File: src/hw/rtl/assert_macros.svh
// ----------------------------------------------------------------------------
// Assertion macros shared by the converter RTL
// Implication checks on a rising clock edge, disabled while reset is low.
// ----------------------------------------------------------------------------
`ifndef ASSERT_MACROS_SVH
`define ASSERT_MACROS_SVH

// Same-cycle implication
`define SRA_ASSERT_IMP(label, clk, rst_n, ante, cons) \
	label: assert property (@(posedge clk) disable iff (!rst_n) (ante) |-> (cons)) \
		else $error("sra: same-cycle check failed");

// Next-cycle implication
`define SRA_ASSERT_NXT(label, clk, rst_n, ante, cons) \
	label: assert property (@(posedge clk) disable iff (!rst_n) (ante) |=> (cons)) \
		else $error("sra: next-cycle check failed");

`endif

File: src/hw/rtl/sra_pkg.sv
// ----------------------------------------------------------------------------
// sra_pkg
// Shared constants, register map, queue status type and the symbol lookup
// for the signed radix-to-ASCII converter.
// ----------------------------------------------------------------------------
`default_nettype none

package sra_pkg;

	// Parameter defaults
	localparam int MAX_DIGITS_DEF  = 32;
	localparam int VALUE_WIDTH_DEF = 32;
	localparam int MAX_RADIX_DEF   = 16;

	// Fixed field widths
	localparam int RADIX_W = 5;
	localparam int CHAR_W  = 8;
	localparam int DIGIT_W = 4;
	localparam int NUM_SYM = 16;
	localparam int SYM_W   = NUM_SYM * CHAR_W;

	// Configuration port
	localparam int APB_DW = 32;
	localparam int APB_AW = 5;
	localparam int REG_IW = APB_AW - 2;

	// Register indexes
	localparam logic [REG_IW-1:0] REG_RADIX     = 3'd0;
	localparam logic [REG_IW-1:0] REG_SYM_0_3   = 3'd1;
	localparam logic [REG_IW-1:0] REG_SYM_4_7   = 3'd2;
	localparam logic [REG_IW-1:0] REG_SYM_8_11  = 3'd3;
	localparam logic [REG_IW-1:0] REG_SYM_12_15 = 3'd4;

	// Register reset values: decimal, "0123456789ABCDEF"
	localparam logic [RADIX_W-1:0] RST_RADIX     = 5'd10;
	localparam logic [APB_DW-1:0]  RST_SYM_0_3   = 32'h3332_3130;
	localparam logic [APB_DW-1:0]  RST_SYM_4_7   = 32'h3736_3534;
	localparam logic [APB_DW-1:0]  RST_SYM_8_11  = 32'h4241_3938;
	localparam logic [APB_DW-1:0]  RST_SYM_12_15 = 32'h4645_4443;

	localparam logic [CHAR_W-1:0] MINUS_CHAR = 8'd45;

	// Status of the descriptor queue between front and back
	typedef struct packed {
		logic full;
		logic empty;
		logic wr_bank;
		logic rd_bank;
	} sra_qstat_t;

	// Pick the character of one digit from the packed alphabet
	function automatic logic [CHAR_W-1:0] symbol_of(input logic [SYM_W-1:0] syms,
			input logic [DIGIT_W-1:0] digit);
		return syms[int'(digit) * CHAR_W +: CHAR_W];
	endfunction

endpackage

`default_nettype wire

File: src/hw/rtl/sra_cfg.sv
// ----------------------------------------------------------------------------
// sra_cfg
// APB register file: radix and the four packed symbol words.
// ----------------------------------------------------------------------------
`default_nettype none

module sra_cfg (
	input  logic                        clk,
	input  logic                        arst_n,
	input  logic                        psel,
	input  logic                        penable,
	input  logic                        pwrite,
	input  logic [sra_pkg::APB_AW-1:0]  paddr,
	input  logic [sra_pkg::APB_DW-1:0]  pwdata,
	output logic [sra_pkg::APB_DW-1:0]  prdata,
	output logic                        pready,
	output logic [sra_pkg::RADIX_W-1:0] radix,
	output logic [sra_pkg::SYM_W-1:0]   symbols
);
	import sra_pkg::*;

	logic [RADIX_W-1:0]          radix_q;
	logic [NUM_SYM/4-1:0][APB_DW-1:0] sym_q;
	logic [REG_IW-1:0]           reg_idx;
	logic                        wr_en;

	assign pready  = 1'b1;
	assign reg_idx = paddr[APB_AW-1:2];
	assign wr_en   = psel & penable & pwrite;
	assign radix   = radix_q;
	assign symbols = sym_q;

	// Write a register on the access beat
	always_ff @(posedge clk or negedge arst_n) begin
		if (!arst_n) begin
			radix_q  <= RST_RADIX;
			sym_q[0] <= RST_SYM_0_3;
			sym_q[1] <= RST_SYM_4_7;
			sym_q[2] <= RST_SYM_8_11;
			sym_q[3] <= RST_SYM_12_15;
		end else if (wr_en) begin
			case (reg_idx)
				REG_RADIX:     radix_q  <= pwdata[RADIX_W-1:0];
				REG_SYM_0_3:   sym_q[0] <= pwdata;
				REG_SYM_4_7:   sym_q[1] <= pwdata;
				REG_SYM_8_11:  sym_q[2] <= pwdata;
				REG_SYM_12_15: sym_q[3] <= pwdata;
				default: ;
			endcase
		end
	end

	// Read back
	always_comb begin
		case (reg_idx)
			REG_RADIX:     prdata = APB_DW'(radix_q);
			REG_SYM_0_3:   prdata = sym_q[0];
			REG_SYM_4_7:   prdata = sym_q[1];
			REG_SYM_8_11:  prdata = sym_q[2];
			REG_SYM_12_15: prdata = sym_q[3];
			default:       prdata = '0;
		endcase
	end

endmodule

`default_nettype wire

File: src/hw/rtl/sra_front.sv
// ----------------------------------------------------------------------------
// sra_front
// Takes a value, forms sign and magnitude and splits the magnitude into
// digits by repeated division, eight quotient bits per cycle.
// ----------------------------------------------------------------------------
`default_nettype none
`include "assert_macros.svh"

module sra_front #(
	parameter int VALUE_WIDTH = sra_pkg::VALUE_WIDTH_DEF,
	parameter int MAX_DIGITS  = sra_pkg::MAX_DIGITS_DEF,
	parameter int MAX_RADIX   = sra_pkg::MAX_RADIX_DEF
) (
	input  logic                                    clk,
	input  logic                                    arst_n,
	input  logic                                    start,
	output logic                                    busy,
	input  logic signed [VALUE_WIDTH-1:0]           value,
	input  logic [sra_pkg::RADIX_W-1:0]             radix,
	input  sra_pkg::sra_qstat_t                     qstat,
	output logic                                    wr_en,
	output logic [$clog2(MAX_DIGITS):0]             wr_addr,
	output logic [sra_pkg::DIGIT_W-1:0]             wr_digit,
	output logic                                    push,
	output logic                                    push_neg,
	output logic [$clog2(MAX_DIGITS+1)-1:0]         push_count
);
	import sra_pkg::*;

	localparam int DIV_BEATS = (VALUE_WIDTH + 7) / 8;
	localparam int DIV_W     = DIV_BEATS * 8;
	localparam int BEAT_W    = (DIV_BEATS > 1) ? $clog2(DIV_BEATS) : 1;
	localparam int DIG_AW    = $clog2(MAX_DIGITS);
	localparam int CNT_W     = $clog2(MAX_DIGITS + 1);

	localparam logic ST_IDLE = 1'b0;
	localparam logic ST_DIV  = 1'b1;

	logic                   state_q;
	logic [BEAT_W-1:0]      beat_q;
	logic [CNT_W-1:0]       cnt_q;
	logic [CNT_W-1:0]       cnt_inc;
	logic                   neg_q;
	logic                   bank_q;
	logic [RADIX_W-1:0]     rad_q;
	logic [DIV_W-1:0]       dvd_q;
	logic [DIGIT_W-1:0]     rem_q;

	logic                   accept;
	logic [VALUE_WIDTH-1:0] val_u;
	logic [VALUE_WIDTH-1:0] mag;
	logic [RADIX_W-1:0]     rad_eff;
	logic [7:0]             top_bits;
	logic [7:0]             qbits;
	logic [RADIX_W-1:0]     rem_v;
	logic [DIGIT_W-1:0]     rem_nxt;
	logic [DIV_W-1:0]       dvd_nxt;
	logic                   last_beat;
	logic                   quot_zero;
	logic                   room;

	assign busy   = (state_q == ST_DIV) | qstat.full;
	assign accept = start & ~busy;

	// Magnitude of the input; the most negative value maps to 2^(W-1)
	assign val_u = value;
	assign mag   = val_u[VALUE_WIDTH-1] ? (~val_u + VALUE_WIDTH'(1)) : val_u;

	// Clamp radix into the alphabet
	always_comb begin
		if (radix < RADIX_W'(2))
			rad_eff = RADIX_W'(2);
		else if (radix > RADIX_W'(MAX_RADIX))
			rad_eff = RADIX_W'(MAX_RADIX);
		else
			rad_eff = radix;
	end

	// Eight restoring division steps on the top byte of the dividend
	assign top_bits = dvd_q[DIV_W-1 -: 8];
	always_comb begin
		rem_v = RADIX_W'(rem_q);
		qbits = '0;
		for (int i = 7; i >= 0; i--) begin
			rem_v = {rem_v[DIGIT_W-1:0], top_bits[i]};
			if (rem_v >= rad_q) begin
				rem_v    = rem_v - rad_q;
				qbits[i] = 1'b1;
			end
		end
	end
	assign rem_nxt   = rem_v[DIGIT_W-1:0];
	assign dvd_nxt   = (dvd_q << 8) | DIV_W'(qbits);
	assign last_beat = (beat_q == BEAT_W'(DIV_BEATS - 1));
	assign quot_zero = (dvd_nxt == '0);

	// Keep only the least significant digits once the store is full
	assign room    = (cnt_q < CNT_W'(MAX_DIGITS));
	assign cnt_inc = room ? (cnt_q + CNT_W'(1)) : cnt_q;

	assign wr_en      = (state_q == ST_DIV) & last_beat & room;
	assign wr_addr    = {bank_q, cnt_q[DIG_AW-1:0]};
	assign wr_digit   = rem_nxt;
	assign push       = (state_q == ST_DIV) & last_beat & quot_zero;
	assign push_neg   = neg_q;
	assign push_count = cnt_inc;

	// Sequence the digit passes
	always_ff @(posedge clk or negedge arst_n) begin
		if (!arst_n) begin
			state_q <= ST_IDLE;
			beat_q  <= '0;
			cnt_q   <= '0;
			neg_q   <= 1'b0;
			bank_q  <= 1'b0;
		end else begin
			case (state_q)
				ST_IDLE: begin
					if (accept) begin
						state_q <= ST_DIV;
						beat_q  <= '0;
						cnt_q   <= '0;
						neg_q   <= val_u[VALUE_WIDTH-1];
						bank_q  <= qstat.wr_bank;
					end
				end
				ST_DIV: begin
					if (last_beat) begin
						beat_q <= '0;
						cnt_q  <= cnt_inc;
						if (quot_zero)
							state_q <= ST_IDLE;
					end else begin
						beat_q <= beat_q + BEAT_W'(1);
					end
				end
				default: state_q <= ST_IDLE;
			endcase
		end
	end

	// Dividend, partial remainder and latched radix
	always_ff @(posedge clk) begin
		if (accept) begin
			dvd_q <= DIV_W'(mag);
			rem_q <= '0;
			rad_q <= rad_eff;
		end else if (state_q == ST_DIV) begin
			dvd_q <= dvd_nxt;
			rem_q <= last_beat ? '0 : rem_nxt;
		end
	end

	// The bank being filled keeps its queue slot reserved
	`SRA_ASSERT_IMP(a_front_slot_held, clk, arst_n, state_q == ST_DIV, !qstat.full)

endmodule

`default_nettype wire

File: src/hw/rtl/sra_dq.sv
// ----------------------------------------------------------------------------
// sra_dq
// Two-entry descriptor queue (sign, digit count); each entry owns one bank
// of the digit store.
// ----------------------------------------------------------------------------
`default_nettype none
`include "assert_macros.svh"

module sra_dq #(
	parameter int MAX_DIGITS = sra_pkg::MAX_DIGITS_DEF
) (
	input  logic                            clk,
	input  logic                            arst_n,
	input  logic                            push,
	input  logic                            push_neg,
	input  logic [$clog2(MAX_DIGITS+1)-1:0] push_count,
	input  logic                            pop,
	output sra_pkg::sra_qstat_t             qstat,
	output logic                            head_neg,
	output logic [$clog2(MAX_DIGITS+1)-1:0] head_count
);
	import sra_pkg::*;

	localparam int CNT_W = $clog2(MAX_DIGITS + 1);

	logic             ent_neg_q [0:1];
	logic [CNT_W-1:0] ent_cnt_q [0:1];
	logic             wptr_q;
	logic             rptr_q;
	logic [1:0]       occ_q;

	assign qstat.full    = (occ_q == 2'd2);
	assign qstat.empty   = (occ_q == 2'd0);
	assign qstat.wr_bank = wptr_q;
	assign qstat.rd_bank = rptr_q;
	assign head_neg      = ent_neg_q[rptr_q];
	assign head_count    = ent_cnt_q[rptr_q];

	// Store the pushed descriptor
	always_ff @(posedge clk) begin
		if (push) begin
			ent_neg_q[wptr_q] <= push_neg;
			ent_cnt_q[wptr_q] <= push_count;
		end
	end

	// Advance pointers and occupancy
	always_ff @(posedge clk or negedge arst_n) begin
		if (!arst_n) begin
			wptr_q <= 1'b0;
			rptr_q <= 1'b0;
			occ_q  <= 2'd0;
		end else begin
			if (push)
				wptr_q <= ~wptr_q;
			if (pop)
				rptr_q <= ~rptr_q;
			case ({push, pop})
				2'b10:   occ_q <= occ_q + 2'd1;
				2'b01:   occ_q <= occ_q - 2'd1;
				default: occ_q <= occ_q;
			endcase
		end
	end

	`SRA_ASSERT_IMP(a_dq_no_overflow, clk, arst_n, push, !qstat.full)
	`SRA_ASSERT_IMP(a_dq_no_underflow, clk, arst_n, pop, !qstat.empty)

endmodule

`default_nettype wire

File: src/hw/rtl/sra_back.sv
// ----------------------------------------------------------------------------
// sra_back
// Holds the two-bank digit store and emits the head item's characters:
// a minus sign for a negative item, then the digits most significant first.
// ----------------------------------------------------------------------------
`default_nettype none
`include "assert_macros.svh"

module sra_back #(
	parameter int MAX_DIGITS = sra_pkg::MAX_DIGITS_DEF
) (
	input  logic                            clk,
	input  logic                            arst_n,
	input  logic                            wr_en,
	input  logic [$clog2(MAX_DIGITS):0]     wr_addr,
	input  logic [sra_pkg::DIGIT_W-1:0]     wr_digit,
	input  sra_pkg::sra_qstat_t             qstat,
	input  logic                            head_neg,
	input  logic [$clog2(MAX_DIGITS+1)-1:0] head_count,
	output logic                            pop,
	input  logic [sra_pkg::SYM_W-1:0]       symbols,
	output logic                            strobe,
	output logic [sra_pkg::CHAR_W-1:0]      character,
	output logic                            last
);
	import sra_pkg::*;

	localparam int DIG_AW = $clog2(MAX_DIGITS);
	localparam int MEM_D  = 2 << DIG_AW;

	logic [DIGIT_W-1:0] digit_mem_q [0:MEM_D-1];

	logic               active_q;
	logic               neg_pend_q;
	logic [DIG_AW-1:0]  idx_q;
	logic               vld_s1;
	logic               minus_s1;
	logic               last_s1;
	logic [DIGIT_W-1:0] rd_digit_s1;
	logic               strobe_q;
	logic [CHAR_W-1:0]  char_q;
	logic               last_q;

	logic               begin_item;
	logic               rd_en;
	logic               rd_last;

	assign begin_item = ~active_q & ~qstat.empty;
	assign rd_en      = active_q & ~neg_pend_q;
	assign rd_last    = rd_en & (idx_q == '0);
	assign pop        = rd_last;

	// Digit store: one write port from the front, one registered read
	always_ff @(posedge clk) begin
		if (wr_en)
			digit_mem_q[wr_addr] <= wr_digit;
		if (rd_en)
			rd_digit_s1 <= digit_mem_q[{qstat.rd_bank, idx_q}];
	end

	// Walk the head item: minus slot first, then digits downwards
	always_ff @(posedge clk or negedge arst_n) begin
		if (!arst_n) begin
			active_q   <= 1'b0;
			neg_pend_q <= 1'b0;
			idx_q      <= '0;
		end else if (begin_item) begin
			active_q   <= 1'b1;
			neg_pend_q <= head_neg;
			idx_q      <= DIG_AW'(head_count - 1'b1);
		end else if (active_q) begin
			if (neg_pend_q)
				neg_pend_q <= 1'b0;
			else if (rd_last)
				active_q <= 1'b0;
			else
				idx_q <= idx_q - DIG_AW'(1);
		end
	end

	// Track the slot alongside the read, then register the beat
	always_ff @(posedge clk or negedge arst_n) begin
		if (!arst_n) begin
			vld_s1   <= 1'b0;
			minus_s1 <= 1'b0;
			last_s1  <= 1'b0;
			strobe_q <= 1'b0;
			last_q   <= 1'b0;
		end else begin
			vld_s1   <= active_q;
			minus_s1 <= active_q & neg_pend_q;
			last_s1  <= rd_last;
			strobe_q <= vld_s1;
			last_q   <= vld_s1 & last_s1;
		end
	end

	always_ff @(posedge clk) begin
		if (vld_s1)
			char_q <= minus_s1 ? MINUS_CHAR : symbol_of(symbols, rd_digit_s1);
	end

	assign strobe    = strobe_q;
	assign character = char_q;
	assign last      = last_q;

	// The head descriptor stays queued until its last digit is read
	`SRA_ASSERT_IMP(a_back_head_held, clk, arst_n, active_q, !qstat.empty)
	// Final characters of two items never fall on back-to-back beats
	`SRA_ASSERT_NXT(a_back_last_spaced, clk, arst_n, strobe_q && last_q, !last_q)

endmodule

`default_nettype wire

File: src/hw/rtl/signed_radix_to_ascii_top.sv
// ----------------------------------------------------------------------------
// signed_radix_to_ascii_top
// Converts a signed integer to its text in a programmable radix (2 to 16)
// through a programmable 16-symbol alphabet; a negative value starts with
// '-', digits follow most significant first, last marks the final character.
// An item is taken when start is high and busy low. The front divides the
// magnitude by the radix eight quotient bits per cycle and takes no new
// item until it has pushed the previous one's descriptor and the
// descriptor queue has a free entry. Finished digits sit in a two-bank
// store; the back emits one character per cycle within an item, and strobe
// drops between items. An item's first character passes the descriptor
// queue, the back's walk state, the store read stage and the output
// register. Each character is shown on character/last for a single cycle
// with strobe high and is not held: the receiver must take it in that
// cycle. Registers may be written only while the block is idle.
// ----------------------------------------------------------------------------
`default_nettype none

module signed_radix_to_ascii_top #(
	parameter int MAX_DIGITS  = sra_pkg::MAX_DIGITS_DEF,
	parameter int VALUE_WIDTH = sra_pkg::VALUE_WIDTH_DEF,
	parameter int MAX_RADIX   = sra_pkg::MAX_RADIX_DEF
) (
	input  logic                          clk,
	input  logic                          arst_n,
	input  logic                          start,
	output logic                          busy,
	input  logic signed [VALUE_WIDTH-1:0] value,
	input  logic                          psel,
	input  logic                          penable,
	input  logic                          pwrite,
	input  logic [sra_pkg::APB_AW-1:0]    paddr,
	input  logic [sra_pkg::APB_DW-1:0]    pwdata,
	output logic [sra_pkg::APB_DW-1:0]    prdata,
	output logic                          pready,
	output logic                          strobe,
	output logic [sra_pkg::CHAR_W-1:0]    character,
	output logic                          last
);
	import sra_pkg::*;

	localparam int DIG_AW = $clog2(MAX_DIGITS);
	localparam int CNT_W  = $clog2(MAX_DIGITS + 1);

	logic [RADIX_W-1:0] radix;
	logic [SYM_W-1:0]   symbols;
	sra_qstat_t         qstat;
	logic               wr_en;
	logic [DIG_AW:0]    wr_addr;
	logic [DIGIT_W-1:0] wr_digit;
	logic               push;
	logic               push_neg;
	logic [CNT_W-1:0]   push_count;
	logic               pop;
	logic               head_neg;
	logic [CNT_W-1:0]   head_count;

	sra_cfg u_cfg (
		.clk     (clk),
		.arst_n  (arst_n),
		.psel    (psel),
		.penable (penable),
		.pwrite  (pwrite),
		.paddr   (paddr),
		.pwdata  (pwdata),
		.prdata  (prdata),
		.pready  (pready),
		.radix   (radix),
		.symbols (symbols)
	);

	sra_front #(
		.VALUE_WIDTH (VALUE_WIDTH),
		.MAX_DIGITS  (MAX_DIGITS),
		.MAX_RADIX   (MAX_RADIX)
	) u_front (
		.clk        (clk),
		.arst_n     (arst_n),
		.start      (start),
		.busy       (busy),
		.value      (value),
		.radix      (radix),
		.qstat      (qstat),
		.wr_en      (wr_en),
		.wr_addr    (wr_addr),
		.wr_digit   (wr_digit),
		.push       (push),
		.push_neg   (push_neg),
		.push_count (push_count)
	);

	sra_dq #(
		.MAX_DIGITS (MAX_DIGITS)
	) u_dq (
		.clk        (clk),
		.arst_n     (arst_n),
		.push       (push),
		.push_neg   (push_neg),
		.push_count (push_count),
		.pop        (pop),
		.qstat      (qstat),
		.head_neg   (head_neg),
		.head_count (head_count)
	);

	sra_back #(
		.MAX_DIGITS (MAX_DIGITS)
	) u_back (
		.clk        (clk),
		.arst_n     (arst_n),
		.wr_en      (wr_en),
		.wr_addr    (wr_addr),
		.wr_digit   (wr_digit),
		.qstat      (qstat),
		.head_neg   (head_neg),
		.head_count (head_count),
		.pop        (pop),
		.symbols    (symbols),
		.strobe     (strobe),
		.character  (character),
		.last       (last)
	);

endmodule

`default_nettype wire
File: config.mk
export PLATFORM = sky130hd
export DESIGN_NAME = signed_radix_to_ascii_top
export DESIGN_NICKNAME = d
export VERILOG_FILES = /design/src/hw/rtl/sra_pkg.sv /design/src/hw/rtl/sra_cfg.sv /design/src/hw/rtl/sra_front.sv /design/src/hw/rtl/sra_dq.sv /design/src/hw/rtl/sra_back.sv /design/src/hw/rtl/signed_radix_to_ascii_top.sv
export VERILOG_INCLUDE_DIRS = /design/src /design/src/hw/rtl
export SDC_FILE = /design/constraint.sdc
export NUM_CORES = 1
export LEC_CHECK = 0
export BUFFER_PORTS_ARGS = -buffer_cell sky130_fd_sc_hd__buf_2
export CAP_MARGIN = 10
export CORE_MARGIN = 2
export CORE_UTILIZATION = 52
export DETAILED_ROUTE_END_ITERATION = 6
export PLACE_DENSITY = 0.69
export SLEW_MARGIN = 30
export SYNTH_ARGS = -nofsm -noshare
export SYNTH_HDL_FRONTEND = slang
export SYNTH_SLANG_ARGS = --single-unit
File: constraint.sdc
create_clock -name clk -period 20.7 [get_ports clk]
set_input_delay 1.035 -clock clk [delete_from_list [all_inputs] [get_ports clk]]
set_output_delay 1.035 -clock clk [all_outputs]
set_load 0.02 [all_outputs]
==> results of run 1 <==
-- synth_stat cells (13+ instances only) --
library cell | n | area [um^2]
edfxtp_1 | 317 | 9519
mux2_2 | 150 | 1689
nor2_1 | 119 | 446.7
dfrtp_1 | 108 | 2703
nand2_1 | 105 | 394.1
mux4_2 | 96 | 2162
a22oi_1 | 68 | 510.5
dfstp_2 | 52 | 1366
clkbuf_1 | 51 | 191.4
ha_1 | 45 | 563.0
mux2i_1 | 45 | 450.4
a21oi_1 | 44 | 220.2
o21ai_0 | 40 | 200.2
inv_1 | 39 | 146.4
xor2_1 | 33 | 289.0
buf_2 | 25 | 125.1
xnor2_1 | 21 | 183.9
nor2b_1 | 20 | 125.1
o221ai_1 | 16 | 140.1
o22ai_1 | 15 | 93.84
o21ai_1 | 14 | 70.07
nand3_1 | 13 | 65.06
-- through the flow --
stage	util (%)	instances
3_3_place_gp	54.98	2235
2_1_floorplan	-	1605
6_report	58.74	2326
4_1_cts	58.72	2324
5_1_grt	58.73	2324
3_5_place_dp	55.18	2238
-- worst reg2reg max path: cells and delay by family (launching register included) --
kind,cells,cell delay (ns)
DFF,1,0.80
muxes,6,2.87
adders and majority gates,8,2.29
AOI/OAI and AO/OA,18,5.98
buffers and inverters,8,1.43
and+or+nand+nor,9,1.01
-- worst max-delay path by stage --
stage / start / endpoint / slack (ns) / cells past startpoint
floorplan: u_front.rad_q[1] / u_back.digit_mem_q[0][3] / 6.92 / 47
global placement: u_front.rad_q[1] / u_front.rem_q[2] / 6.00 / 51
detailed placement: u_front.rad_q[1] / u_back.digit_mem_q[35][1] / 6.03 / 49
CTS: u_front.rad_q[1] / u_back.digit_mem_q[41][1] / 5.95 / 49
global route: u_front.rad_q[1] / u_back.digit_mem_q[11][1] / 5.03 / 49
finish: u_front.rad_q[1] / u_back.digit_mem_q[34][1] / 6.00 / 49
-- cells by family after synthesis --
| kind of cell | Yosys count | share of synthesized area, % |
|---|---|---|
| AOI/OAI and AO/OA | 256 | 7.577 |
| xor gates and xnor gates | 54 | 2.049 |
| adders and majority gates | 53 | 3.133 |
| buffers and inverters | 131 | 2.379 |
| DFF | 481 | 59.21 |
| muxes | 292 | 18.68 |
| other | 1 | 0.01624 |
| and+or+nand+nor | 337 | 6.959 |
-- power by group --
part	leakage, nW	switching, mW	internal [mW]	total, mW
registers	4.92	0.0454	1.08	1.13
clock network	0.765	0.363	0.498	0.860
logic	3.96	0.0666	0.0854	0.152
total	9.64	0.475	1.67	2.14
-- per-layer routing --
metal,vias up,routed length (um)
met4,0,1017
met5,-,0
met1,7124,21800
met2,439,24810
met3,73,2862
li1,6353,-
-- layout by cell type (no fill, tap or decap), drive strengths merged, types with 52 or more instances in the layout --
| cell type | netlist | routed |
|---|---|---|
| a22oi | 68 | 68 |
| buf | 41 | 133 |
| mux4 | 96 | 96 |
| mux2 | 151 | 151 |
| nand2 | 105 | 105 |
| dfrtp | 108 | 108 |
| dfstp | 52 | 52 |
| o21ai | 54 | 54 |
| edfxtp | 317 | 317 |
| nor2 | 119 | 119 |
| clkbuf | 51 | 61 |
-- state kept, by name, indices dropped and copies added, names as in the netlist, 2 cells and up --
signal              flops
u_dq.occ_q              2
u_front.rem_q           4
u_front.rad_q           5
u_cfg.symbols         128
u_dq.ent_neg_q          2
u_dq.ent_cnt_q         10
u_front.cnt_q           6
u_cfg.radix             5
u_back.idx_q            5
u_front.beat_q          2
u_back.rd_digit_s1      4
u_back.digit_mem_q    256
u_front.dvd_q          32
u_back.character        8
-- final cells by class --
cell class | instances | area [um^2] | share of cell area, %
tap | 592 | 740.7 | 2.864
multi-input combinational | 993 | 8957 | 34.63
timing repair buffer | 133 | 780.7 | 3.019
sequential | 481 | 13670 | 52.87
antenna | 2 | 5.005 | 0.01935
clock buffer | 61 | 1269 | 4.905
inverter | 39 | 146.4 | 0.5660
clock inverter | 25 | 290.3 | 1.122
==> metrics.md, run 1 <==
| Metric | Value |
|---|---|
| Status | finished, final reports clean |
| Drt initial violations | 1279 |
| Cell with the most instances on the worst path | ha_1 |
| Fin. max-slew vios | 0 |
| Worst skew pair latency | 0.59 ns |
| # port buffers | 115 |
| ANT nets after route | 0 |
| Critical path class | flip-flop to flip-flop |
| Core area | 44030 um^2 |
| Number of global-route vias before repair | 14323 |
| Pre-CTS setup slack | 6.026 ns |
| GRT met3 Usage | 3.524% |
| Clock buffer depth | 3 |
| Hold Path Cell Cnt | 1 |
| Hold Slack | 0.4675 ns |
| Setup Buffers After CTS | 0 |
| Syn-to-layout area delta | 12.03% |
| Layout cell share with drive strength beyond 1 | 31.00% |
| WP buf/inv | 8 |
| Hold Path Class | flip-flop to flip-flop |
| Fill cells | 3397 |
| Total power | 2.141 mW |
| Tot GR Track Use | 22.26% |
| Setup_tns | 0 ns |
| Initial antenna violation count | 1 |
| Wire per inst | 21.71 um |
| MaxCap Viol Count | 0 |
| Synthesized instance count | 1605 |
| Largest net degree at the start of global routing | 82 |
| P per Cell Area | 82.80 nW/um^2 |
| Post-synth ARST share | 33.26% |
| CTS tree | built |
| Cell family with most CP delay | compound AO/OA/AOI/OAI gates |
| CTS root buf | clkbuf_16 |
| CP max-delay cell | edfxtp_1 |
| Synth Flop Type | edfxtp_1 |
| Final critical-path required period | 14.70 ns |
| DRC violations left | 0 |
| GR peak layer | met2 |
| R2r setup slk | 6.00 ns |
| Hold Path End | u_back.last |
| Worst EP arrival | 15.01 ns |
| H-tree depth | 2 |
| Worst EP required | 21.01 ns |
| Worst Setup End Kind | flip-flop |
| RSZ-0062 raised after global routing | false |
| Layout Skew | 0.01637 ns |
| Num CTS Buffers | 47 |
| Post-Syn Area | 23090 um^2 |
| Chip Height | 214.7 um |
| RR Endpoint | u_back.digit_mem_q[34][1] |
| Final setup margin | 6.000 ns |
| Initial Util | 52.43% |
| Die Footprint | 46100 um^2 |
| Syn_nets | 1733 |
| First-pass GRT wire length | 81010 um |
| Vias after detailed routing | 13989 |
| Nets | 1823 |
| Placed Area | 24290 um^2 |
| Die Wd | 214.7 um |
| Critical Path Max Stage Delay | 0.80 ns |
| Post-route cell area | 25860 um^2 |
| Synth unique cells | 71 |
| Gr ovfl total | 0 |
| Yosys warning total | 0 |
| FF-to-FF Start | u_front.rad_q[1] |
| Fmax | 68.03 MHz |
| CTS Hold Bufs | 0 |
| Post-Syn Area per Cell | 14.38 um^2 |
| GP Congestion | 0.8305 |
| Tightest Pin Transition | 0.8915 ns |
| Post-CTS sizing | 0 |
| Final-report hold violation count | 0 |
| Met2 usage in global routing | 37.23% |
| Final setup fails | 0 |
| Period Utilization, post-route | 71.02% |
| GRT met1 Usage | 30.51% |
| Row cnt | 77 |
| Total wire length | 50490 um |
| DRT Pass-1 Iters | 5 |
| Reg clk slew, reported paths | 0.06 ns |
| Post-synth EDFFs | 317 |
| R2r worst-path depth | 49 |
| Critical path peak fanout | 51 |
| Slew headroom | 40.44% |
| Sequential area share after synthesis | 59.21% |
| # IOs | 119 |
| Leak pwr | 9.644 nW |
| Via density | 6.014 |
| Clock sink count | 481 |
| Setup crit start kind | flip-flop |
| Worst hold path startpoint | u_back.last_s1 |
| Max VDD drop | 0.05912 mV |
| DP HPWL | 33160 um |
| FF+latch count, synth | 481 |
(Power assumes the default switching activity.)
==> run 2: changes to the inputs <==
--- a/config.mk
+++ b/config.mk
@@ -11,7 +11,7 @@
 export CORE_MARGIN = 2
 export CORE_UTILIZATION = 52
 export DETAILED_ROUTE_END_ITERATION = 6
-export PLACE_DENSITY = 0.69
+export PLACE_DENSITY = 0.72
 export SLEW_MARGIN = 30
 export SYNTH_ARGS = -nofsm -noshare
 export SYNTH_HDL_FRONTEND = slang
==> constraint.sdc (replaced) <==
create_clock -name clk -period 13.5 [get_ports clk]
set_input_delay 0.675 -clock clk [delete_from_list [all_inputs] [get_ports clk]]
set_output_delay 0.675 -clock clk [all_outputs]
set_load 0.02 [all_outputs]
==> run 2 against run 1 <==
Flip-flop and latch count is the same. Clock power is 49% higher. Count of clock-buffer cells in the layout grew 2. Wire length increased by 3.1%. Non-clock buffer count grew 10. Die area unchanged. Worst hold slack got worse by 0.30 ns. First-iteration DRC count is 12% higher. Highest routed layer unchanged.
==> metrics.md, run 2 (synthesis results as in run 1) <==
| Metric | Value |
|---|---|
| Cell with the most instances on the worst path | ha_1 |
| Commonest non-fill, non-tap cell in the layout | edfxtp_1 |
| CP max-delay cell | nor2_1 |
| Largest net degree at the start of global routing | 101 |
| Finished Layout Cells | 2339 |
| Nets | 1833 |
| First-pass GRT wire length | 81920 um |
| Max VDD drop | 0.1050 mV |
| Layout Skew | 0.03217 ns |
| Status | finished, final reports clean |
| DP HPWL | 33980 um |
| Die Wd | 214.7 um |
| Period Utilization, post-route | 93.22% |
| Row cnt | 77 |
| Gr ovfl total | 0 |
| Wire per inst | 22.26 um |
| CTS tree | built |
| Hold Slack | 0.1655 ns |
| Number of global-route vias before repair | 14470 |
| Sequential cell area | 13670 um^2 |
| Leak pwr | 9.685 nW |
| Sw frac | 22.55% |
| Critical Path Max Stage Delay | 0.51 ns |
| Initial antenna violation count | 3 |
| Total wire length | 52070 um |
| Drt initial violations | 1433 |
| Final critical-path required period | 12.59 ns |
| Critical path peak fanout | 10 |
| Clk network pwr share | 39.5% |
| Fill cells | 3354 |
| Fmax | 79.46 MHz |
| Max FFs per register | 256 |
| WP buf/inv | 8 |
| Combinational share of power | 7.2% |
| Placed insts | 2246 |
| RSZ-0062 raised after global routing | false |
| P per Cell Area | 125.1 nW/um^2 |
| Final setup fails | 0 |
| Area of the multi-input gates | 8954 um^2 |
| MaxCap Viol Count | 0 |
| Final core occ | 58.93% |
| Via density | 6.074 |
| Highest-count cells in the layout ignoring fill and taps | edfxtp_1 (317), mux2_2 (150), nor2_1 (115) |
| DRT Pass-1 Iters | 5 |
| # port buffers | 115 |
| H-tree depth | 2 |
| Layout cell share with drive strength beyond 1 | 31.36% |
| Die Footprint | 46100 um^2 |
| Sequential Power Share | 53.3% |
| Hold Path Class | primary input to asynchronous set/reset pin |
| Core area | 44030 um^2 |
| Tightest Pin Transition | 0.8857 ns |
| CTS Hold Bufs | 0 |
| Pre-CTS setup slack | 0.7624 ns |
| Critical path class | flip-flop to flip-flop |
| # IOs | 119 |
| Setup crit start kind | flip-flop |
| Initial Util | 52.43% |
| Worst Setup End Kind | flip-flop |
| Pint | 2.514 mW |
| GP Congestion | 0.8550 |
| ANT nets after route | 0 |
| Chip Height | 214.7 um |
| Worst EP arrival | 12.81 ns |
| DRC violations left | 0 |
| Worst EP required | 13.72 ns |
| Largest Register | u_back.digit_mem_q |
| Final setup margin | 0.9149 ns |
| Final-report hold violation count | 0 |
| Num CTS Buffers | 47 |
| Slew headroom | 40.96% |
| Fin. max-slew vios | 0 |
| Vias after detailed routing | 14206 |
| CTS root buf | clkbuf_16 |
| Worst skew pair latency | 0.61 ns |
| Cell family with most CP delay | compound AO/OA/AOI/OAI gates |
| Tot GR Track Use | 22.76% |
| Syn-to-layout area delta | 12.38% |
| Reg clk slew, reported paths | 0.06 ns |
| Clock buffer depth | 3 |
| Clock sink count | 481 |
| Psw | 0.7322 mW |
| Setup_tns | 0 ns |
==> run 2: final timing paths <==
| check | from | endpoint | slack (ns) | cells past startpoint |
|---|---|---|---|---|
| max | u_front.rad_q[2] | u_dq.ent_cnt_q[0][2] | 0.91 | 50 |
| min | arst_n | u_cfg.symbols[48] | 0.17 | 1 |
| max reg2reg | u_front.rad_q[2] | u_dq.ent_cnt_q[0][2] | 0.91 | 50 |
| min reg2reg | u_back.active_q | u_back.vld_s1 | 0.49 | 0 |
| max in group asynchronous | arst_n | u_back.idx_q[0] | 11.96 | 2 |
| min in group clk | pwdata[29] | u_cfg.symbols[93] | 0.36 | 2 |
==> run 2: through the flow <==
step / power [mW] / area (um^2)
final: 3.247 / 25940
after CTS: 3.271 / 25910
after global routing: 3.358 / 25940
after global placement: 1.978 / 24300
after floorplan: 1.895 / 23090
after detailed placement: 1.993 / 24410
==> run 2: routing by layer <==
layer | vias up | global-route usage (%) | wire [um]
li1 | 6363 | - | -
met1 | 7230 | 31.08 | 22000
met2 | 512 | 37.56 | 25470
met3 | 101 | 3.439 | 3199
met4 | 0 | 7.847 | 1413
met5 | - | 0 | 0
==> run 2: cell type report <==
| cell class | count | area share, % |
|---|---|---|
| Inverter | 39 | 0.5642 |
| Multi-Input combinational cell | 993 | 34.51 |
| Timing Repair Buffer | 143 | 3.530 |
| Sequential cell | 481 | 52.71 |
| Clock buffer | 63 | 4.880 |
| Antenna cell | 3 | 0.02894 |
| Tap cell | 592 | 2.855 |
| Clock inverter | 25 | 0.9259 |
==> run 2: power groups by stage <==
stage	Clock [mW]	Sequential (mW)	Combinational, mW
3_5_place_dp	0	1.76	0.234
6_report	1.28	1.73	0.234
3_3_place_gp	0	1.75	0.225
2_1_floorplan	0	1.73	0.167
5_1_grt	1.37	1.74	0.253
4_1_cts	1.31	1.73	0.235
==> run 2: timing repair <==
item | CTS | global route
gates resized for setup | 0 | 1
setup endpoints to repair | 0 | 73
buffers inserted | 0 | 2
